## config.mk

```make
export PLATFORM = sky130hd
export DESIGN_NAME = rgb_to_hsl_convert_core
export DESIGN_NICKNAME = d
export VERILOG_FILES = /design/src/design/rgbhsl_pkg.sv /design/src/design/rgbhsl_front.sv /design/src/design/rgbhsl_divider.sv /design/src/design/rgbhsl_back.sv /design/src/design/rgb_to_hsl_convert_core.sv
export SDC_FILE = /design/constraint.sdc
export NUM_CORES = 2
export LEC_CHECK = 0
export BUFFER_PORTS_ARGS = -buffer_cell sky130_fd_sc_hd__buf_2
export CORE_AREA = 4 4 310 312
export DETAILED_ROUTE_END_ITERATION = 8
export DIE_AREA = 0 0 314 316
export PLACE_DENSITY = 0.64
export SYNTH_ARGS = -nofsm -noshare
export SYNTH_HDL_FRONTEND = slang
export SYNTH_SLANG_ARGS = --single-unit
```

## constraint.sdc

```tcl
create_clock -name clock -period 35.1 [get_ports clock]
set_input_delay 7.02 -clock clock [delete_from_list [all_inputs] [get_ports clock]]
set_output_delay 7.02 -clock clock [all_outputs]
set_load 0.05 [all_outputs]
```

## src/design/rgbhsl_pkg.sv

```systemverilog
// Package for the RGB to HSL converter: shared constants and the front-to-back record.
// Used by rgbhsl_front, rgbhsl_back and rgb_to_hsl_convert_core.
package rgbhsl_pkg;

   localparam int unsigned ChanWidth = 8;
   localparam int unsigned HueWidth  = 15;
   localparam int unsigned SatWidth  = 13;
   localparam int unsigned SumWidth  = 9;
   localparam int unsigned QuoWidth  = 13;

   localparam logic [HueWidth-1:0] HueGreenOff = 15'd7680;
   localparam logic [HueWidth-1:0] HueBlueOff  = 15'd15360;
   localparam logic [HueWidth-1:0] HueFull     = 15'd23040;

   // Classified pixel handed from the front to the back.
   typedef struct packed {
      logic                 gray;
      logic                 num_neg;
      logic [HueWidth-1:0]  offset;
      logic [ChanWidth-1:0] num_mag;
      logic [ChanWidth-1:0] delta;
      logic [ChanWidth-1:0] den;
      logic [SumWidth-1:0]  sum;
   } work_type;

endpackage

```

## src/design/rgbhsl_front.sv

```systemverilog
// Front end of the RGB to HSL converter: max/min, sector and denominator selection.
// Depends on rgbhsl_pkg.
module rgbhsl_front (
   input  logic                                  clock,
   input  logic                                  reset,
   input  logic                                  in_valid,
   output logic                                  in_ready,
   input  logic [23:0]                           in_pixel,
   output logic                                  out_valid,
   input  logic                                  out_ready,
   output rgbhsl_pkg::work_type                  out_work
);

   logic                 valid_ff, valid_in;
   rgbhsl_pkg::work_type work_ff, work_in;
   logic [7:0] r, g, b, hi, lo;
   logic [8:0] sum;
   logic       r_max, g_max;

   assign in_ready  = !valid_ff || out_ready;
   assign out_valid = valid_ff;
   assign out_work  = work_ff;

   // classify the pixel
   always_comb begin
      r = in_pixel[23:16];
      g = in_pixel[15:8];
      b = in_pixel[7:0];
      r_max = (r >= g) && (r >= b);
      g_max = !r_max && (g >= b);
      hi = r_max ? r : (g_max ? g : b);
      lo = (r <= g) ? ((r <= b) ? r : b) : ((g <= b) ? g : b);
      sum = {1'b0, hi} + {1'b0, lo};
      work_in.sum   = sum;
      work_in.delta = hi - lo;
      work_in.gray  = (hi == lo);
      work_in.den   = (sum >= 9'd255) ? 8'(9'd510 - sum) : sum[7:0];
      if (r_max) begin
         work_in.num_neg = g < b;
         work_in.num_mag = (g < b) ? b - g : g - b;
         work_in.offset  = '0;
      end else if (g_max) begin
         work_in.num_neg = b < r;
         work_in.num_mag = (b < r) ? r - b : b - r;
         work_in.offset  = rgbhsl_pkg::HueGreenOff;
      end else begin
         work_in.num_neg = r < g;
         work_in.num_mag = (r < g) ? g - r : r - g;
         work_in.offset  = rgbhsl_pkg::HueBlueOff;
      end
   end

   assign valid_in = in_ready ? in_valid : valid_ff;

   always_ff @(posedge clock) begin
      if (reset) begin
         valid_ff <= 1'b0;
      end else begin
         valid_ff <= valid_in;
      end
      if (in_ready && in_valid) begin
         work_ff <= work_in;
      end
   end

endmodule

```

## src/design/rgbhsl_divider.sv

```systemverilog
// Pipelined restoring divider, one quotient bit per stage.
// Self-contained; used by rgbhsl_back.
module rgbhsl_divider #(
   parameter int unsigned NumWidth = 20,
   parameter int unsigned DenWidth = 8,
   parameter int unsigned QWidth   = 13,
   parameter int unsigned TagWidth = 8
) (
   input  logic                clock,
   input  logic                advance,
   input  logic [NumWidth-1:0] num,
   input  logic [DenWidth-1:0] den,
   input  logic [TagWidth-1:0] tag_i,
   output logic [QWidth-1:0]   quo,
   output logic [TagWidth-1:0] tag_o
);

   // stage s holds partial remainder and quotient bits so far
   logic [NumWidth-1:0] num_ff [QWidth+1];
   logic [DenWidth:0]   rem_ff [QWidth+1];
   logic [QWidth-1:0]   q_ff   [QWidth+1];
   logic [DenWidth-1:0] den_ff [QWidth+1];
   logic [TagWidth-1:0] tag_ff [QWidth+1];

   // bits above the quotient width seed the remainder; they stay below den
   always_ff @(posedge clock) begin
      if (advance) begin
         num_ff[0] <= num;
         rem_ff[0] <= (DenWidth+1)'(num[NumWidth-1:QWidth]);
         q_ff[0]   <= '0;
         den_ff[0] <= den;
         tag_ff[0] <= tag_i;
      end
   end

   for (genvar s = 0; s < QWidth; s++) begin : g_stage
      logic [DenWidth+1:0] trial;
      logic [DenWidth+1:0] shifted;
      assign shifted = {rem_ff[s], num_ff[s][QWidth-1-s]};
      assign trial   = shifted - {2'b00, den_ff[s]};
      always_ff @(posedge clock) begin
         if (advance) begin
            num_ff[s+1] <= num_ff[s];
            den_ff[s+1] <= den_ff[s];
            tag_ff[s+1] <= tag_ff[s];
            if (!trial[DenWidth+1]) begin
               rem_ff[s+1] <= trial[DenWidth:0];
               q_ff[s+1]   <= {q_ff[s][QWidth-2:0], 1'b1};
            end else begin
               rem_ff[s+1] <= shifted[DenWidth:0];
               q_ff[s+1]   <= {q_ff[s][QWidth-2:0], 1'b0};
            end
         end
      end
   end

   assign quo   = q_ff[QWidth];
   assign tag_o = tag_ff[QWidth];

endmodule

```

## src/design/rgbhsl_back.sv

```systemverilog
// Back end of the RGB to HSL converter: two pipelined dividers and hue fixup.
// Depends on rgbhsl_pkg and rgbhsl_divider.
module rgbhsl_back (
   input  logic                                  clock,
   input  logic                                  reset,
   input  logic                                  in_valid,
   output logic                                  in_ready,
   input  rgbhsl_pkg::work_type                  in_work,
   output logic                                  out_valid,
   input  logic                                  out_ready,
   output logic [rgbhsl_pkg::HueWidth-1:0]       out_hue,
   output logic [rgbhsl_pkg::SatWidth-1:0]       out_sat,
   output logic [rgbhsl_pkg::SumWidth-1:0]       out_sum
);

   localparam int unsigned Depth = rgbhsl_pkg::QuoWidth + 2;
   localparam int unsigned TagW  = 1 + 1 + rgbhsl_pkg::HueWidth + rgbhsl_pkg::SumWidth;

   // pipeline valid bits; whole pipe advances when output slot frees
   logic [Depth-1:0] vld_ff, vld_in;
   logic             advance;
   logic [TagW-1:0]  tag_i, tag_o;
   logic [rgbhsl_pkg::QuoWidth-1:0] hq, sq;
   logic [19:0] hnum, snum;
   logic [rgbhsl_pkg::HueWidth-1:0] hue_in, hue_ff;
   logic [rgbhsl_pkg::SatWidth-1:0] sat_in, sat_ff;
   logic [rgbhsl_pkg::SumWidth-1:0] sum_ff;
   logic [16:0] hue_s;

   assign advance  = !vld_ff[Depth-1] || out_ready;
   assign in_ready = advance;
   assign vld_in   = {vld_ff[Depth-2:0], in_valid};

   assign hnum  = 20'(in_work.num_mag) * 20'd3840;
   assign snum  = {in_work.delta, 12'd0};
   assign tag_i = {in_work.gray, in_work.num_neg, in_work.offset, in_work.sum};

   rgbhsl_divider #(.NumWidth(20), .DenWidth(8), .QWidth(rgbhsl_pkg::QuoWidth),
                    .TagWidth(TagW)) u_hue_div (
      .clock(clock), .advance(advance), .num(hnum),
      .den(in_work.gray ? 8'd1 : in_work.delta), .tag_i(tag_i), .quo(hq), .tag_o(tag_o));

   rgbhsl_divider #(.NumWidth(20), .DenWidth(8), .QWidth(rgbhsl_pkg::QuoWidth),
                    .TagWidth(1)) u_sat_div (
      .clock(clock), .advance(advance), .num(snum),
      .den(in_work.gray ? 8'd1 : in_work.den), .tag_i(1'b0), .quo(sq), .tag_o());

   // hue = +-q + offset, wrapped
   always_comb begin
      if (tag_o[TagW-2]) begin
         hue_s = {2'b00, tag_o[TagW-3 -: rgbhsl_pkg::HueWidth]} - {4'd0, hq};
      end else begin
         hue_s = {2'b00, tag_o[TagW-3 -: rgbhsl_pkg::HueWidth]} + {4'd0, hq};
      end
      if (hue_s[16]) begin
         hue_s = hue_s + {2'b00, rgbhsl_pkg::HueFull};
      end
      hue_in = tag_o[TagW-1] ? '0 : hue_s[14:0];
      sat_in = tag_o[TagW-1] ? '0 : sq;
   end

   always_ff @(posedge clock) begin
      if (reset) begin
         vld_ff <= '0;
      end else if (advance) begin
         vld_ff <= vld_in;
      end
      if (advance) begin
         hue_ff <= hue_in;
         sat_ff <= sat_in;
         sum_ff <= tag_o[rgbhsl_pkg::SumWidth-1:0];
      end
   end

   assign out_valid = vld_ff[Depth-1];
   assign out_hue   = hue_ff;
   assign out_sat   = sat_ff;
   assign out_sum   = sum_ff;

endmodule

```

## src/design/rgb_to_hsl_convert_core.sv

```systemverilog
// RGB to HSL converter, top level: front classifier, two-entry queue, divider back end.
// Depends on rgbhsl_pkg, rgbhsl_front, rgbhsl_back.
// One pixel per clock sustained while rsp_ready stays high. An accepted pixel passes
// one front register, one queue stage, and a 15-stage back end set by the two
// bit-per-stage 13-bit dividers (hue and saturation) plus the output register.
module rgb_to_hsl_convert_core (
   input  logic        clock,
   input  logic        reset,
   input  logic        req_valid,
   output logic        req_ready,
   input  logic [23:0] req_pixel_rgb,
   output logic        rsp_valid,
   input  logic        rsp_ready,
   output logic [14:0] rsp_hue_q6,
   output logic [12:0] rsp_saturation_q12,
   output logic [8:0]  rsp_lightness_sum
);

   logic                 f_valid, f_ready, b_ready;
   rgbhsl_pkg::work_type f_work;

   // two-entry queue between front and back
   rgbhsl_pkg::work_type q_mem [2];
   logic                 wptr_ff, rptr_ff;
   logic [1:0]           cnt_ff;
   logic                 push, pop;

   rgbhsl_front u_front (
      .clock(clock), .reset(reset),
      .in_valid(req_valid), .in_ready(req_ready), .in_pixel(req_pixel_rgb),
      .out_valid(f_valid), .out_ready(f_ready), .out_work(f_work));

   assign f_ready = (cnt_ff != 2'd2);
   assign push    = f_valid && f_ready;
   assign pop     = (cnt_ff != 2'd0) && b_ready;

   always_ff @(posedge clock) begin
      if (reset) begin
         wptr_ff <= 1'b0;
         rptr_ff <= 1'b0;
         cnt_ff  <= '0;
      end else begin
         if (push) wptr_ff <= !wptr_ff;
         if (pop)  rptr_ff <= !rptr_ff;
         cnt_ff <= cnt_ff + {1'b0, push} - {1'b0, pop};
      end
      if (push) begin
         q_mem[wptr_ff] <= f_work;
      end
   end

   rgbhsl_back u_back (
      .clock(clock), .reset(reset),
      .in_valid(cnt_ff != 2'd0), .in_ready(b_ready), .in_work(q_mem[rptr_ff]),
      .out_valid(rsp_valid), .out_ready(rsp_ready),
      .out_hue(rsp_hue_q6), .out_sat(rsp_saturation_q12), .out_sum(rsp_lightness_sum));

endmodule

```

After elaboration in Yosys (flattened, before gate mapping):

Memories as Yosys holds them, arrays and structs flattened. A register that Yosys moved wholly into a read port is not among the register bits.
Index checks and enable logic that the tools add are counted.

* register bits after elaboration: 94
* memory bits (writable): 1864
* input port bits: 28
* word-level logic and storage cells: 371
* memories kept: 10

* add/sub/neg operators: 40
* multiply operators: 1
* order comparisons: 10
* equality and inequality tests: 2
* mux-type cells: 229
* bitwise logic cells: 52
* reduce and logical (&&, ||, !) cells: 13

Memories
* u_back.u_hue_div.tag_ff: words 14, bits a word 26, rd ports 14, clocked after Yosys merged registers in 0, write ports 14, RTL line rgbhsl_divider.sv:23 `logic [TagWidth-1:0] tag_ff [QWidth+1];`
* u_back.u_hue_div.num_ff: words 14, bits a word 20, rd ports 13, clocked after Yosys merged registers in 0, write ports 14, RTL line rgbhsl_divider.sv:19 `logic [NumWidth-1:0] num_ff [QWidth+1];`
* u_back.u_sat_div.num_ff: words 14, bits a word 20, rd ports 13, clocked after Yosys merged registers in 0, write ports 14, RTL line rgbhsl_divider.sv:19
* u_back.u_hue_div.q_ff: words 14, bits a word 13, rd ports 14, clocked after Yosys merged registers in 0, write ports 14, RTL line rgbhsl_divider.sv:21 `logic [QWidth-1:0] q_ff [QWidth+1];`
* u_back.u_sat_div.q_ff: words 14, bits a word 13, rd ports 14, clocked after Yosys merged registers in 1, write ports 14, RTL line rgbhsl_divider.sv:21
* u_back.u_hue_div.rem_ff: words 14, bits a word 9, rd ports 13, clocked after Yosys merged registers in 0, write ports 14, RTL line rgbhsl_divider.sv:20 `logic [DenWidth:0] rem_ff [QWidth+1];`
* 4 more memories

Operators with widths (count)
* 13-bit 2-to-1 mux: 26
* 10-bit by 8-bit subtractor with 10-bit output: 26
* 9-bit 2-to-1 mux: 26
* 1-bit 2-to-1 mux: 162
* 8-bit 2-to-1 mux: 11
* 8-bit subtractor: 7
* 1-bit bitwise OR: 52
* 24-bit 2-to-1 mux: 2
* 8-bit >= comparator: 3
* 8-bit <= comparator: 3
* 8-bit less-than comparator: 3
* 17-bit 2-to-1 mux: 1
* 15-bit by 13-bit adder with 16-bit output: 1
* 15-bit by 13-bit subtractor with 16-bit output: 1
* 15-bit adder, second input constant: 1
* 15-bit 2-to-1 mux: 1
* 8-bit by 4-bit multiplier with 12-bit output, second input constant: 1
* 8-bit by 8-bit adder with 9-bit output: 1
* 9-bit by 8-bit >= comparator with 1-bit output, second input constant: 1
* 8-bit equality test: 1
* 8-bit subtractor, first input constant: 1
* 1-bit logical AND: 5
* 1-bit logical NOT: 5
* 2-bit by 1-bit adder with 2-bit output: 1
* other kinds (4): 5

Logic depth before layout (Yosys ltp):

* word-level depth: 9
* mapped depth: 23
* gate-level depth less buffers: 21

By module:

A second synthesis with hierarchy kept.

* cells, all modules: 4106
* area, all modules: 61327.6 µm²

Modules (own cells, without submodules)
* rgbhsl_divider (u_back.u_hue_div): instances 1, cells each 1651, area an instance 29652.2 µm²
* rgbhsl_divider (u_back.u_sat_div): instances 1, cells each 1282, area an instance 18931.9 µm²
* rgbhsl_front: instances 1, cells each 551, area an instance 4819.6 µm²
* rgbhsl_back: instances 1, cells each 437, area an instance 4043.9 µm²
* rgb_to_hsl_convert_core: instances 1, cells each 185, area an instance 3880.0 µm²

Worst setup path before layout:

No wires, ideal clock.

* path kind: input to register
* start: input port rsp_ready
* end: memory u_back.u_hue_div.q_ff[8][3] (netlist: u_back.u_hue_div.q_ff[1][3]), data pin
* setup time: 0.218 ns
* data arrival time: 19.461 ns
* path slack: 15.421 ns
* cell stages on the path: 7
* cells stage by stage: nor2b_1 buf_2 inv_1 clkbuf_1 clkbuf_1 clkbuf_1 and2_1

RTL lines
* start, declared: RTL line rgb_to_hsl_convert_core.sv:13 `input logic rsp_ready,`
* end, declared: RTL line rgbhsl_divider.sv:21

==> summary.md <==
| Metric | Value |
|---|---|
| Vias in the first global route | roughly 26k |
| Die Y-Extent | approximately 320 um |
| Post-synthesis sequential area ratio | 63.41% |
| Setup violators final | 0 |
| Largest fanout on the critical path | 14 |
| Gates resized, CTS repair | 0 |
| Starting DRT DRC Count | ~1.4k |
| Design Area, Final | between 50000 and 60000 um^2 |
| Crit end category | register |
| NumNets Final | ~3.8k |
| I/O pin cnt | 67 |
| Final period utilization | roughly 33% |
| Clock Path Buffers | 3 |
| Latest clock arrival within the worst-skew pair | roughly 0.67 ns |
| Initial antenna violation count | 1 |
| Worst Path Required | ~35 ns |
| Synth top area share | between 60% and 70% |
| Via count | ~25k |
| Hold_buf cts | 0 |
| Logic pwr share | about two fifths |
| H-tree levels | 3 |
| Clk slew on worst S/H paths | roughly 0.060 ns |
| CP Cell Sequence | buf_2, inv_1, ha_1, fa_1, nand3b_1, a21oi_1, nor2_1, buf_4, nor2_1, mux2_2, nor2_1, nor2_1, ha_1, fa_1, a21o_1, a21oi_1, o211ai_1, xnor2_1, nor4b_2, a21oi_2, a31oi_1, xor2_1 |
| Post-Synthesis Cells | 3295 |
| Core Rows | approximately 110 |
| Area Overhead vs Synth | 11.90% |
| VDD IR max | 0.04911 mV |
| Primary FF master, synth | edfxtp_1 |
| Max Fclk | approximately 86 MHz |
| Pin count of the biggest net entering global routing | 201 |
| Cell-internal power | roughly 3.7 mW |
| Synth Register Bits | 984 |
| Post-synth EDFFs | slightly below 1k |
| I/O Buffers | 66 |
| Area leader, netlist | edfxtp_1 |
| Unrepaired setup endpoints after global routing | false |
| Worst slew margin | between 20 and 25% |
| Critical-path top delay cell | mux2_2 |
| CTS sink cnt | between 900 and 1k |
| Pwr Total | about 5.5 mW |
| Core footprint | 93050 um^2 |
| Most used cell, CP | nor2_1 |
| Total CTS buffers | ~100 |
| Synth top area cells | edfxtp_1, ha_1, mux2_2 |
| Setup CP Type | input port to register |
| Vias per inst | 5.218 |
| Clock share of power | 20.6% |
| Clk_skew | 0.03729 ns |
| DRT antenna net count | 0 |
| Most frequent cell after synthesis | edfxtp_1 |
| Max-cap violation count | 0 |
| Lkg Pwr | about 20 nW |
| Syn_nets | between 3k and 4k |
| Final WL | around 79000 um |
| Outcome | finished clean |
| Post CTS Setup Buffer Count | 0 |
| GR Util All Layers | ~16% |
| DRC | 0 |
| Data arrival, critical path | about 12 ns |
| TNS Setup | 0 ns |
| Gr ovfl total | 0 |
| Slew @ Worst Pin | around 1.2 ns |
| Die X | 314 um |
| Synth Area per Inst | roughly 14 um^2 |
| Hold Path Class | register to register |
| Tmin final | 11.62 ns |
| Max Slew Vio Count | 0 |
| Switching share of total power | about a third |
| Wire length per cell after detailed routing | 16.53 um |
| Layout cells sized above 1 | 13.60% |
| Sequential Power Share | roughly two fifths |
| Global-route wire length before repair | 130400 um |
| Die ar. | just under 100000 um^2 |
| Initial Util | between 40% and 50% |
| Synth unique cells | 70 |
| RD Place Congestion | ~0.86 |
| Crit path largest cell delay | ~0.47 ns |
| Post-synth ARST share | 0% |
| Startpoint Class | input port |
| Placed Area | slightly below 50000 um^2 |
| Final HPWL DP | roughly 55000 um |
| Clock root buffer | clkbuf_16 |
| CTS tree | built |
| Pwr per Cell Area | around 110 nW/um^2 |
| Synth warn | 0 |
| Drt pass-1 iters | 5 |
| Net Switching | about 1.8 mW |
| ANT cells | 0 |
| Number of hold violations in the final report | 0 |
| Netlist Area Pre-Place | between 40000 and 50000 um^2 |
| Most instantiated cells after synthesis | edfxtp_1, inv_1, ha_1 |
-- worst max-delay path, delay by kind of cell --
| kind | cells | cell delay, ns |
|---|---|---|
| adder cells (fa/ha/maj) | 4 | 1.23 |
| multiplexers | 1 | 0.47 |
| AND/OR/NAND/NOR | 6 | 0.86 |
| AO/OA/AOI/OAI | 6 | 1.31 |
| buffers and inverters | 3 | 0.48 |
| XOR/XNOR | 2 | 0.63 |
-- cells by family (layout without fill, tap and decap cells) --
| kind of cell | after synthesis | in the layout | share of synthesized area, % |
|---|---|---|---|
| AND/OR/NAND/NOR | 643 | 643 | 7.071 |
| AO/OA/AOI/OAI | 551 | 551 | 7.409 |
| multiplexers | 237 | 237 | 5.729 |
| flip-flops | 984 | 984 | 63.41 |
| adder cells (fa/ha/maj) | 324 | 324 | 9.515 |
| buffers and inverters | 342 | 569 | 2.814 |
| XOR/XNOR | 214 | 214 | 4.054 |
-- per-stage QoR --
stage | worst slack, ns | hold slack [ns] | util (%) | cells
final | 23.48 | 0.4053 | 55.61 | 4776
after detailed placement | 22.88 | 0.4045 | 51.72 | 4585
after global placement | 22.99 | 0.4004 | 51.72 | 4585
after global routing | 23.06 | 0.4099 | 55.61 | 4776
after floorplan | 15.42 | 0.4003 | - | 3295
after CTS | 23.59 | 0.3980 | 55.61 | 4776
-- power by group through the flow --
stage               sequential (mW)  clock [mW]  combinational, mW
CTS                            2.21        1.16               2.18
global route                   2.26        1.22               2.43
global placement               2.21           0               2.07
finish                         2.20        1.13               2.16
detailed placement             2.23           0               2.16
floorplan                      2.19           0               1.71
-- final timing paths --
check	slack, ns	to	start	cells past startpoint
max	23.48	u_front.out_work[13]	req_pixel_rgb[16]	22
min	0.41	u_back.u_sat_div.q_ff[7][4]	u_back.u_sat_div.q_ff[6][3]	0
max reg2reg	30.70	u_back.u_hue_div.rem_ff[0][65]	u_back.vld_ff[14]	9
min reg2reg	0.41	u_back.u_sat_div.q_ff[7][4]	u_back.u_sat_div.q_ff[6][3]	0
-- flip-flops by register name, summed over array words and instances (netlist names), 13 cells and up, named ones only --
register,flops
u_back.u_sat_div.rem_ff,114
u_back.u_hue_div.rem_ff,108
u_back.u_hue_div.num_ff,22
u_front.out_work,36
u_back.u_hue_div.tag_ff,196
u_back.u_hue_div.den_ff,104
u_back.out_sat,13
u_back.u_hue_div.q_ff,91
q_mem,72
u_back.u_sat_div.q_ff,91
u_back.u_sat_div.den_ff,91
u_back.vld_ff,15
u_back.out_hue,15
-- area by class of cell --
| class | count | area, um^2 |
|---|---|---|
| fill | 7466 | 41310 |
| sequential | 984 | 29320 |
| multi-input combinational | 1969 | 15630 |
| clock buffer | 126 | 2786 |
| tap | 1254 | 1569 |
| inverter | 294 | 1119 |
| clock inverter | 65 | 825.8 |
| timing repair buffer | 84 | 490.5 |
-- per-layer routing --
layer | share of wire, % | track usage, % | wire length [um] | vias to the layer above
met2 | 53 | 30.20 | 41590 | 328
met5 | 0.010 | 0 | 8 | -
met4 | 2.6 | 5.542 | 2050 | 2
met3 | 3.1 | 2.438 | 2418 | 130
li1 | - | - | - | 12270
met1 | 42 | 18.93 | 32870 | 12190
-- placed cells by master (no fill, tap or decap), types with 105 or more instances in the layout --
master     Yosys  layout
inv_1        294     292
o21ai_0      133     133
nor2_1       180     179
clkbuf_16      0     105
xnor2_1      122     122
mux2_2       163     163
a21oi_1      199     199
nand2_1      119     119
ha_1         278     278
edfxtp_1     961     961
(Power assumes the default switching activity.)
